$ cat config.mk
export PLATFORM = sky130hd
export DESIGN_NAME = relative_date_difference
export DESIGN_NICKNAME = d
export VERILOG_FILES = /design/src/rdd_pkg.sv /design/src/relative_date_difference.sv
export SDC_FILE = /design/constraint.sdc
export NUM_CORES = 2
export LEC_CHECK = 0
export ABC_CLOCK_PERIOD_IN_PS = 8600
export BUFFER_PORTS_ARGS = -buffer_cell sky130_fd_sc_hd__buf_2
export CORE_UTILIZATION = 60
export CTS_BUF_LIST = sky130_fd_sc_hd__clkbuf_4 sky130_fd_sc_hd__clkbuf_8
export CTS_CLUSTER_DIAMETER = 60
export DETAILED_ROUTE_END_ITERATION = 12
export GPL_TIMING_DRIVEN = 0
export HOLD_SLACK_MARGIN = 0.08
export PLACE_DENSITY = 0.84
export RECOVER_POWER = 25
export SLEW_MARGIN = 20
export SYNTH_ARGS = -nofsm -noshare
export SYNTH_HDL_FRONTEND = slang
export SYNTH_SLANG_ARGS = --single-unit
$ cat constraint.sdc
create_clock -name clk -period 8.6 [get_ports clk]
set_input_delay 1.29 -clock clk [delete_from_list [all_inputs] [get_ports clk]]
set_output_delay 1.29 -clock clk [all_outputs]
set_load 0.005 [all_outputs]
$ cat src/rdd_pkg.sv
// shared types, constants and per-date stage functions for the date difference pipeline
// used by relative_date_difference; no dependencies
`timescale 1ns / 1ps
`default_nettype none

package rdd_pkg;

  localparam int unsigned YEAR_W  = 14;
  localparam int unsigned MONTH_W = 4;
  localparam int unsigned DAY_W   = 5;
  localparam int unsigned DNUM_W  = 23;   // day number of any 14-bit year fits here
  localparam int unsigned COUNT_W = 22;

  localparam logic [DNUM_W-1:0]  DAYS_PER_YEAR = 23'd365;
  localparam logic [12:0]        RECIP_100     = 13'd5243;  // 2^19 / 100, rounded up
  localparam int unsigned        RECIP_SHIFT   = 19;
  localparam logic [6:0]         CENTURY       = 7'd100;
  localparam logic [COUNT_W-1:0] COUNT_MAX     = 22'd4194303;
  localparam logic [MONTH_W-1:0] MONTH_FIRST   = 4'd1;
  localparam logic [MONTH_W-1:0] MONTH_LAST    = 4'd12;
  localparam logic [MONTH_W-1:0] MONTH_FEB     = 4'd2;

  typedef enum logic [2:0] {
    KIND_TODAY     = 3'd0,
    KIND_YESTERDAY = 3'd1,
    KIND_SAME_MON  = 3'd2,
    KIND_SAME_YEAR = 3'd3,
    KIND_OTHER_YR  = 3'd4,
    KIND_ORDER_ERR = 3'd5
  } label_kind_t;

  // first stage: date with the month clamped, and the year quotients
  typedef struct packed {
    logic [YEAR_W-1:0]  y;
    logic [MONTH_W-1:0] m;
    logic [DAY_W-1:0]   d;
    logic [DNUM_W-1:0]  y365;
    logic [12:0]        c4;     // ceil(y/4)
    logic [7:0]         c100;   // ceil(y/100)
    logic [5:0]         c400;   // ceil(y/400)
    logic [7:0]         q100;   // floor(y/100)
  } date_s1_t;

  // second stage: days before the year and leap flag
  typedef struct packed {
    logic [DNUM_W-1:0]  dby;
    logic               leap;
    logic [MONTH_W-1:0] m;
    logic [DAY_W-1:0]   d;
  } date_s2_t;

  // date equality flags carried down the pipe
  typedef struct packed {
    logic yeq;
    logic meq;
    logic deq;
  } date_eq_t;

  function automatic logic [MONTH_W-1:0] clamp_month(input logic [MONTH_W-1:0] m);
    logic [MONTH_W-1:0] r;
    if (m < MONTH_FIRST) r = MONTH_FIRST;
    else if (m > MONTH_LAST) r = MONTH_LAST;
    else r = m;
    return r;
  endfunction

  // floor(x/100) by reciprocal, exact for x below 25600 (8-bit result)
  function automatic logic [7:0] div100(input logic [YEAR_W:0] x);
    logic [27:0] p;
    p = 28'(x) * 28'(RECIP_100);
    return p[RECIP_SHIFT+7:RECIP_SHIFT];
  endfunction

  function automatic logic [8:0] days_before_month(input logic [MONTH_W-1:0] m);
    logic [8:0] r;
    case (m)
      4'd2:    r = 9'd31;
      4'd3:    r = 9'd59;
      4'd4:    r = 9'd90;
      4'd5:    r = 9'd120;
      4'd6:    r = 9'd151;
      4'd7:    r = 9'd181;
      4'd8:    r = 9'd212;
      4'd9:    r = 9'd243;
      4'd10:   r = 9'd273;
      4'd11:   r = 9'd304;
      4'd12:   r = 9'd334;
      default: r = 9'd0;
    endcase
    return r;
  endfunction

  function automatic date_s1_t date_stage1(input logic [YEAR_W-1:0]  y,
                                           input logic [MONTH_W-1:0] m,
                                           input logic [DAY_W-1:0]   d);
    date_s1_t   s;
    logic [7:0] q399;
    logic [YEAR_W:0] y3;
    s.y    = y;
    s.m    = clamp_month(m);
    s.d    = d;
    s.y365 = DNUM_W'(y) * DAYS_PER_YEAR;
    y3     = (YEAR_W+1)'(y) + 15'd3;
    s.c4   = y3[YEAR_W:2];
    s.c100 = div100((YEAR_W+1)'(y) + 15'd99);
    q399   = div100((YEAR_W+1)'(y) + 15'd399);
    s.c400 = q399[7:2];
    s.q100 = div100((YEAR_W+1)'(y));
    return s;
  endfunction

  function automatic date_s2_t date_stage2(input date_s1_t s);
    date_s2_t        r;
    logic [YEAR_W-1:0] rem;
    rem    = s.y - YEAR_W'(s.q100) * YEAR_W'(CENTURY);
    r.dby  = s.y365 + DNUM_W'(s.c4) + DNUM_W'(s.c400) - DNUM_W'(s.c100);
    r.leap = (s.y[1:0] == 2'b00) && ((rem != '0) || (s.q100[1:0] == 2'b00));
    r.m    = s.m;
    r.d    = s.d;
    return r;
  endfunction

  function automatic logic [DNUM_W-1:0] date_stage3(input date_s2_t s);
    return s.dby + DNUM_W'(days_before_month(s.m)) + DNUM_W'(s.d)
           + DNUM_W'((s.m > MONTH_FEB) && s.leap);
  endfunction

endpackage

`default_nettype wire

$ cat src/relative_date_difference.sv
// days between two gregorian dates with a label class, four register stages
// depends on rdd_pkg
`timescale 1ns / 1ps
`default_nettype none

// Usage
//   input channel: in_valid / in_stall carry one request, a pair of dates
//   (first_* and ref_*). output channel: out_valid / out_stall carry
//   label_kind and day_count for that request, in request order.
//   a request passes the stages in order (month clamp and year quotients,
//   days before year and leap flag, day numbers, difference and label)
//   before it shows on the outputs. throughput: one request per cycle while
//   out_stall is low; each stage is a plain register with a valid bit, so
//   the pipe never waits on itself.
//   stalls: out_stall freezes the output register; a stage moves only when
//   it is empty or the stage after it moves, so bubbles are squeezed out and
//   in_stall rises only when all four stages hold requests.
//   reset: rst clears every valid bit; no request is in flight afterwards.
//   an earlier date after the reference date gives the order error label
//   with a zero count; counts saturate at the 22-bit maximum.

module relative_date_difference (
  input  wire logic        clk,
  input  wire logic        rst,
  input  wire logic        in_valid,
  output logic             in_stall,
  input  wire logic [13:0] first_year,
  input  wire logic [3:0]  first_month,
  input  wire logic [4:0]  first_day,
  input  wire logic [13:0] ref_year,
  input  wire logic [3:0]  ref_month,
  input  wire logic [4:0]  ref_day,
  output logic             out_valid,
  input  wire logic        out_stall,
  output logic [2:0]       label_kind,
  output logic [21:0]      day_count
);

  logic v1, v2, v3;
  logic move1, move2, move3, move4;

  rdd_pkg::date_s1_t a1, b1;
  rdd_pkg::date_s2_t a2, b2;
  logic [rdd_pkg::DNUM_W-1:0] n1, n2;
  rdd_pkg::date_eq_t eq1, eq2, eq3;

  rdd_pkg::date_s1_t a1_next, b1_next;
  rdd_pkg::date_eq_t eq1_next;
  rdd_pkg::label_kind_t kind_next;
  logic [rdd_pkg::COUNT_W-1:0] count_next;
  logic [rdd_pkg::DNUM_W-1:0]  diff;

  assign move4    = !out_valid || !out_stall;
  assign move3    = !v3 || move4;
  assign move2    = !v2 || move3;
  assign move1    = !v1 || move2;
  assign in_stall = !move1;

  always_comb begin
    a1_next      = rdd_pkg::date_stage1(first_year, first_month, first_day);
    b1_next      = rdd_pkg::date_stage1(ref_year, ref_month, ref_day);
    eq1_next.yeq = (first_year == ref_year);
    eq1_next.meq = (a1_next.m == b1_next.m);
    eq1_next.deq = (first_day == ref_day);
  end

  // valid bits
  always_ff @(posedge clk) begin
    if (rst) begin
      v1        <= 1'b0;
      v2        <= 1'b0;
      v3        <= 1'b0;
      out_valid <= 1'b0;
    end else begin
      if (move1) v1 <= in_valid;
      if (move2) v2 <= v1;
      if (move3) v3 <= v2;
      if (move4) out_valid <= v3;
    end
  end

  // payload
  always_ff @(posedge clk) begin
    if (move1) begin
      a1  <= a1_next;
      b1  <= b1_next;
      eq1 <= eq1_next;
    end
    if (move2) begin
      a2  <= rdd_pkg::date_stage2(a1);
      b2  <= rdd_pkg::date_stage2(b1);
      eq2 <= eq1;
    end
    if (move3) begin
      n1  <= rdd_pkg::date_stage3(a2);
      n2  <= rdd_pkg::date_stage3(b2);
      eq3 <= eq2;
    end
    if (move4) begin
      label_kind <= kind_next;
      day_count  <= count_next;
    end
  end

  always_comb begin
    diff = n2 - n1;
    if (n2 < n1) begin
      kind_next  = rdd_pkg::KIND_ORDER_ERR;
      count_next = '0;
    end else begin
      if (eq3.yeq && eq3.meq && eq3.deq) kind_next = rdd_pkg::KIND_TODAY;
      else if (diff == rdd_pkg::DNUM_W'(1)) kind_next = rdd_pkg::KIND_YESTERDAY;
      else if (eq3.yeq && eq3.meq) kind_next = rdd_pkg::KIND_SAME_MON;
      else if (eq3.yeq) kind_next = rdd_pkg::KIND_SAME_YEAR;
      else kind_next = rdd_pkg::KIND_OTHER_YR;
      if (diff > rdd_pkg::DNUM_W'(rdd_pkg::COUNT_MAX)) count_next = rdd_pkg::COUNT_MAX;
      else count_next = diff[rdd_pkg::COUNT_W-1:0];
    end
  end

  // in_stall only with a full pipe
  a_full_on_stall: assert property (@(posedge clk) disable iff (rst)
    in_stall |-> (v1 && v2 && v3 && out_valid))
    else $error("input stalled while a stage was empty");

  a_order_zero: assert property (@(posedge clk) disable iff (rst)
    (out_valid && label_kind == rdd_pkg::KIND_ORDER_ERR) |-> (day_count == '0))
    else $error("order error with nonzero count");

  a_today_zero: assert property (@(posedge clk) disable iff (rst)
    (out_valid && label_kind == rdd_pkg::KIND_TODAY) |-> (day_count == '0))
    else $error("same date with nonzero count");

  a_yesterday_one: assert property (@(posedge clk) disable iff (rst)
    (out_valid && label_kind == rdd_pkg::KIND_YESTERDAY)
      |-> (day_count == rdd_pkg::COUNT_W'(1)))
    else $error("yesterday label without a one-day count");

  a_stage_flow: assert property (@(posedge clk) disable iff (rst)
    (v3 && !out_stall) |=> out_valid)
    else $error("request lost between last stage and output");

endmodule

`default_nettype wire

==> metrics.txt <==
# TYPE chip_impl_metric gauge
chip_impl_info{name="outcome",value="finished, violations left"} 1
chip_impl_info{name="failed_checks",value="max-capacitance violations, max-slew violations"} 1
chip_impl_metric{name="number_of_stages_on_the_worst_hold_path",unit=""} 0
chip_impl_metric{name="remaining_drc_errors",unit=""} 0
chip_impl_metric{name="relSlewSlack",unit="%"} -4.00
chip_impl_metric{name="final-max-slew-violation-count",unit=""} 21
chip_impl_info{name="timing.critical_path.to",value="a1[21]"} 1
chip_impl_metric{name="grt_max_degree",unit=""} 56
chip_impl_metric{name="stdcell_count",unit=""} 5503
chip_impl_metric{name="hold_ws",unit="ps"} 423
chip_impl_info{name="ys_dominant_reg_cell",value="edfxtp_1"} 1
chip_impl_metric{name="async_reset_ff_share",unit="%"} 0
chip_impl_info{name="type_of_the_worst_setup_path",value="input pin to register"} 1
chip_impl_metric{name="synth.cell_area",unit="sq um"} 45000
chip_impl_metric{name="core-area",unit="sq um"} 74300
chip_impl_metric{name="dpl.cell_count",unit=""} 5411
chip_impl_metric{name="maxcap_viol_count",unit=""} 1
chip_impl_metric{name="ctsHtreeMaxLevel",unit=""} 2
chip_impl_metric{name="clk_pin_slew_worst_paths",unit="ps"} 60
chip_impl_metric{name="synth.lib_cells_used.distinct",unit=""} 80
chip_impl_metric{name="synthAdderAreaFrac",unit="%"} 48.7
chip_impl_metric{name="drt.antenna.violating_nets",unit=""} 0
chip_impl_metric{name="global_route_wire_length_before_repair",unit="um"} 155000
chip_impl_metric{name="cts_sinks",unit=""} 326
chip_impl_metric{name="multiInputGateArea",unit="sq um"} 31100
chip_impl_metric{name="synth_warnings",unit=""} 0
chip_impl_metric{name="port_buffers",unit=""} 76
chip_impl_info{name="synth_top_family_by_area",value="adder cells"} 1
chip_impl_metric{name="synth_xor_xnor_area_share",unit="%"} 5.76
chip_impl_metric{name="tritoncts_buffer_count",unit=""} 50
chip_impl_metric{name="cpPeakStageDelay",unit="ps"} 650
chip_impl_metric{name="cts.path.max_buffers",unit=""} 3
chip_impl_metric{name="synth.ff_latch_count",unit=""} 326
chip_impl_metric{name="synth_edf_count",unit=""} 304
chip_impl_metric{name="synth_mux_area_share",unit="%"} 0.250
chip_impl_info{name="worst_path_dominant_cell_family",value="adder cells"} 1
chip_impl_metric{name="clk-insertion-delay-late",unit="ps"} 650
chip_impl_info{name="r2r-start",value="b1[2]"} 1
chip_impl_metric{name="fmax",unit="MHz"} 119
chip_impl_metric{name="r2r_cells",unit=""} 19
chip_impl_info{name="synth_top_cells_by_area",value="ha_1 26%, fa_1 23%, edfxtp_1 20%"} 1
chip_impl_metric{name="drtPass1Iterations",unit=""} 5
chip_impl_metric{name="finalWorstSetupSlack",unit="ps"} 215
chip_impl_info{name="slowest_stage",value="xnor2_1"} 1
chip_impl_info{name="regToRegEndpoint",value="b2[9]"} 1
chip_impl_info{name="post-synth-top-area-cell",value="ha_1"} 1
chip_impl_metric{name="synth_top_cell_area_share",unit="%"} 25.6
chip_impl_metric{name="route.vias.total",unit=""} 30000
chip_impl_info{name="worst_path_most_repeated_cell",value="inv_1"} 1
chip_impl_info{name="cts-root-buf",value="clkbuf_8"} 1
chip_impl_metric{name="holdBufCountCts",unit=""} 0
chip_impl_metric{name="area_growth",unit="%"} 6.61
chip_impl_metric{name="post_synth_inst_count",unit=""} 4360
chip_impl_metric{name="average_via_count_per_standard_cell",unit=""} 5.45
chip_impl_metric{name="pin_count",unit=""} 77
chip_impl_metric{name="antenna_found_initial",unit=""} 2
chip_impl_metric{name="synth.avg_cell_area",unit="sq um"} 10.3
chip_impl_metric{name="grt_pass1_vias",unit=""} 31300
chip_impl_metric{name="final-hold-violation-count",unit=""} 0
chip_impl_metric{name="grt_use_total",unit="%"} 25.6
chip_impl_metric{name="nFillCells",unit=""} 5452
chip_impl_metric{name="routed_wirelength_normalized_by_instance_count",unit="um"} 17.0
chip_impl_metric{name="initial_utilization",unit="%"} 60.5
chip_impl_metric{name="post_dp_cell_area",unit="sq um"} 46700
chip_impl_metric{name="floorplan.die.width",unit="um"} 276
chip_impl_metric{name="levels_on_crit_path",unit=""} 26
chip_impl_metric{name="period_minus_slack",unit="ps"} 8390
chip_impl_metric{name="seq_area_frac_synth",unit="%"} 21.3
chip_impl_metric{name="reg2reg_slack",unit="ps"} 3910
chip_impl_metric{name="gr-total-overflow",unit=""} 0
chip_impl_metric{name="design.die.area",unit="sq um"} 76100
chip_impl_metric{name="final-setup-viol-count",unit=""} 0
chip_impl_metric{name="mappedNetlistNets",unit=""} 5850
chip_impl_metric{name="final_design_area_no_fill",unit="sq um"} 47900
chip_impl_info{name="critPathLaunchType",value="input pin"} 1
chip_impl_metric{name="placement_rows",unit=""} 100
chip_impl_metric{name="crit_path_max_fanout",unit=""} 11
chip_impl_metric{name="finClkSkew",unit="ps"} 52.7
chip_impl_metric{name="worst_ep_required",unit="ps"} 8970
chip_impl_metric{name="synth_simple_gate_area_share",unit="%"} 6.05
chip_impl_metric{name="dieHeight",unit="um"} 276
chip_impl_info{name="hold_crit_class",value="register to register"} 1
chip_impl_metric{name="dr.first_iter.drc_count",unit=""} 1661
chip_impl_metric{name="dp_worst_setup_slack",unit="ps"} -1340
chip_impl_metric{name="critical_path_buf_inv_count",unit=""} 6
chip_impl_metric{name="synth_compound_gate_area_share",unit="%"} 7.91
chip_impl_metric{name="detailed_place_hpwl",unit="um"} 78700
chip_impl_info{name="critPathCaptureType",value="register"} 1
chip_impl_metric{name="worstPathArrival",unit="ps"} 8760
chip_impl_metric{name="max_slew.worst_pin.slew",unit="ps"} 1560
chip_impl_metric{name="wirelength",unit="um"} 93500
chip_impl_metric{name="sequential_cell_area",unit="sq um"} 9570
chip_impl_info{name="setup.worst_path.start",value="first_year[1]"} 1
chip_impl_metric{name="finalCritPeriodShare",unit="%"} 97.5
chip_impl_metric{name="layout.nets",unit=""} 5983
chip_impl_info{name="cts_tree",value="done"} 1
chip_impl_metric{name="gpl.final_weighted_congestion",unit=""} 0.945
chip_impl_metric{name="fraction_of_final_layout_cells_sized_beyond_drive_strength_1",unit="%"} 4.48
==> worst reg2reg max path, stage by stage, from the launching register on <==
cell	delay, ps
edfxtp_1	480
ha_1	340
ha_1	270
inv_1	50
fa_1	490
inv_1	40
ha_1	320
a21oi_1	220
o21bai_1	110
a21oi_1	230
xor2_1	130
ha_1	360
a21oi_1	90
a21oi_1	130
nor3_1	60
a21oi_1	130
nor4_1	80
o2111a_1	250
o221a_2	120
a2111oi_0	520
==> worst min-delay path by stage <==
stage / start / endpoint / slack [ps]
2_1_floorplan: a1[58] / a2[0] / 400
3_3_place_gp: eq2[2] / eq3[2] / 400
3_5_place_dp: eq2[2] / eq3[2] / 400
4_1_cts: eq2[2] / eq3[2] / 420
5_1_grt: a1[62] / a2[4] / 430
6_report: eq2[2] / eq3[2] / 420
==> layer usage <==
metal | track usage (%) | vias to the layer above | wire length, um
li1 | - | 14400 | -
met1 | 33.2 | 14600 | 40000
met2 | 44.7 | 737 | 46000
met3 | 2.61 | 187 | 4200
met4 | 8.88 | 0 | 3390
met5 | 0 | - | 0
==> area by class of cell <==
type / count / area share [%]
Clock buffer: 73 / 1.94
Antenna cell: 1 / 0.00522
Timing Repair Buffer: 84 / 1.00
Multi-Input combinational cell: 2837 / 64.8
Clock inverter: 19 / 0.404
Inverter: 1171 / 9.18
Buffer: 23 / 0.217
Tap cell: 969 / 2.53
Sequential cell: 326 / 20.0
==> synthesized netlist by cell type (21+ instances only) <==
master	instances
fa_1	519
xor2_1	68
and3_1	26
nor2b_1	38
edfxtp_1	304
inv_1	1170
nand4_1	24
nand3_1	52
a21o_1	60
ha_1	921
nor3_1	31
a21oi_1	159
xnor2_1	225
o21a_1	34
nand2b_1	27
clkbuf_1	21
o21ai_0	102
a211oi_1	27
nor2_1	150
dfxtp_1	22
nand2_1	122
==> registers in the layout (all words and copies together) (netlist names), 22 cells and up, named ones only <==
signal / count
a1: 79
b2: 33
a2: 33
n1: 23
n2: 23
day_count: 22
b1: 79
==> per-stage QoR <==
stage	util, %	TNS, ps
after floorplan	-	0
after global placement	62.7	-108560
after detailed placement	62.9	-17900
after CTS	64.4	-158
after global routing	64.5	-44.9
final	64.5	0
==> cell families (layout without fill, tap and decap cells) <==
logic type	Yosys count	in the layout
flops	326	326
xor+xnor	294	294
other cells	0	1
compound gates	544	544
simple gates	548	548
buf+inv	1197	1370
fa+ha+maj	1440	1440
mux	11	11
==> layout by cell type, fill, tap and decap left out, types with 50 or more instances in the layout <==
master       n
buf_2       50
xnor2_1    209
a21o_1      60
o21ai_0    101
ha_1       921
xor2_1      68
nand3_1     52
fa_1       519
edfxtp_1   304
inv_1     1168
nand2_1    122
nor2_1     150
clkbuf_8    61
a21oi_1    159
==> repair_timing <==
action / 4_1_cts / 5_1_grt
endpoints found under the setup margin: 15 / 19
setup buffers: 2 / 0
gates resized for setup: 6 / 24
Power is not shown: default switching activity piles up to over one toggle a cycle in this logic, so the estimate is an artifact.
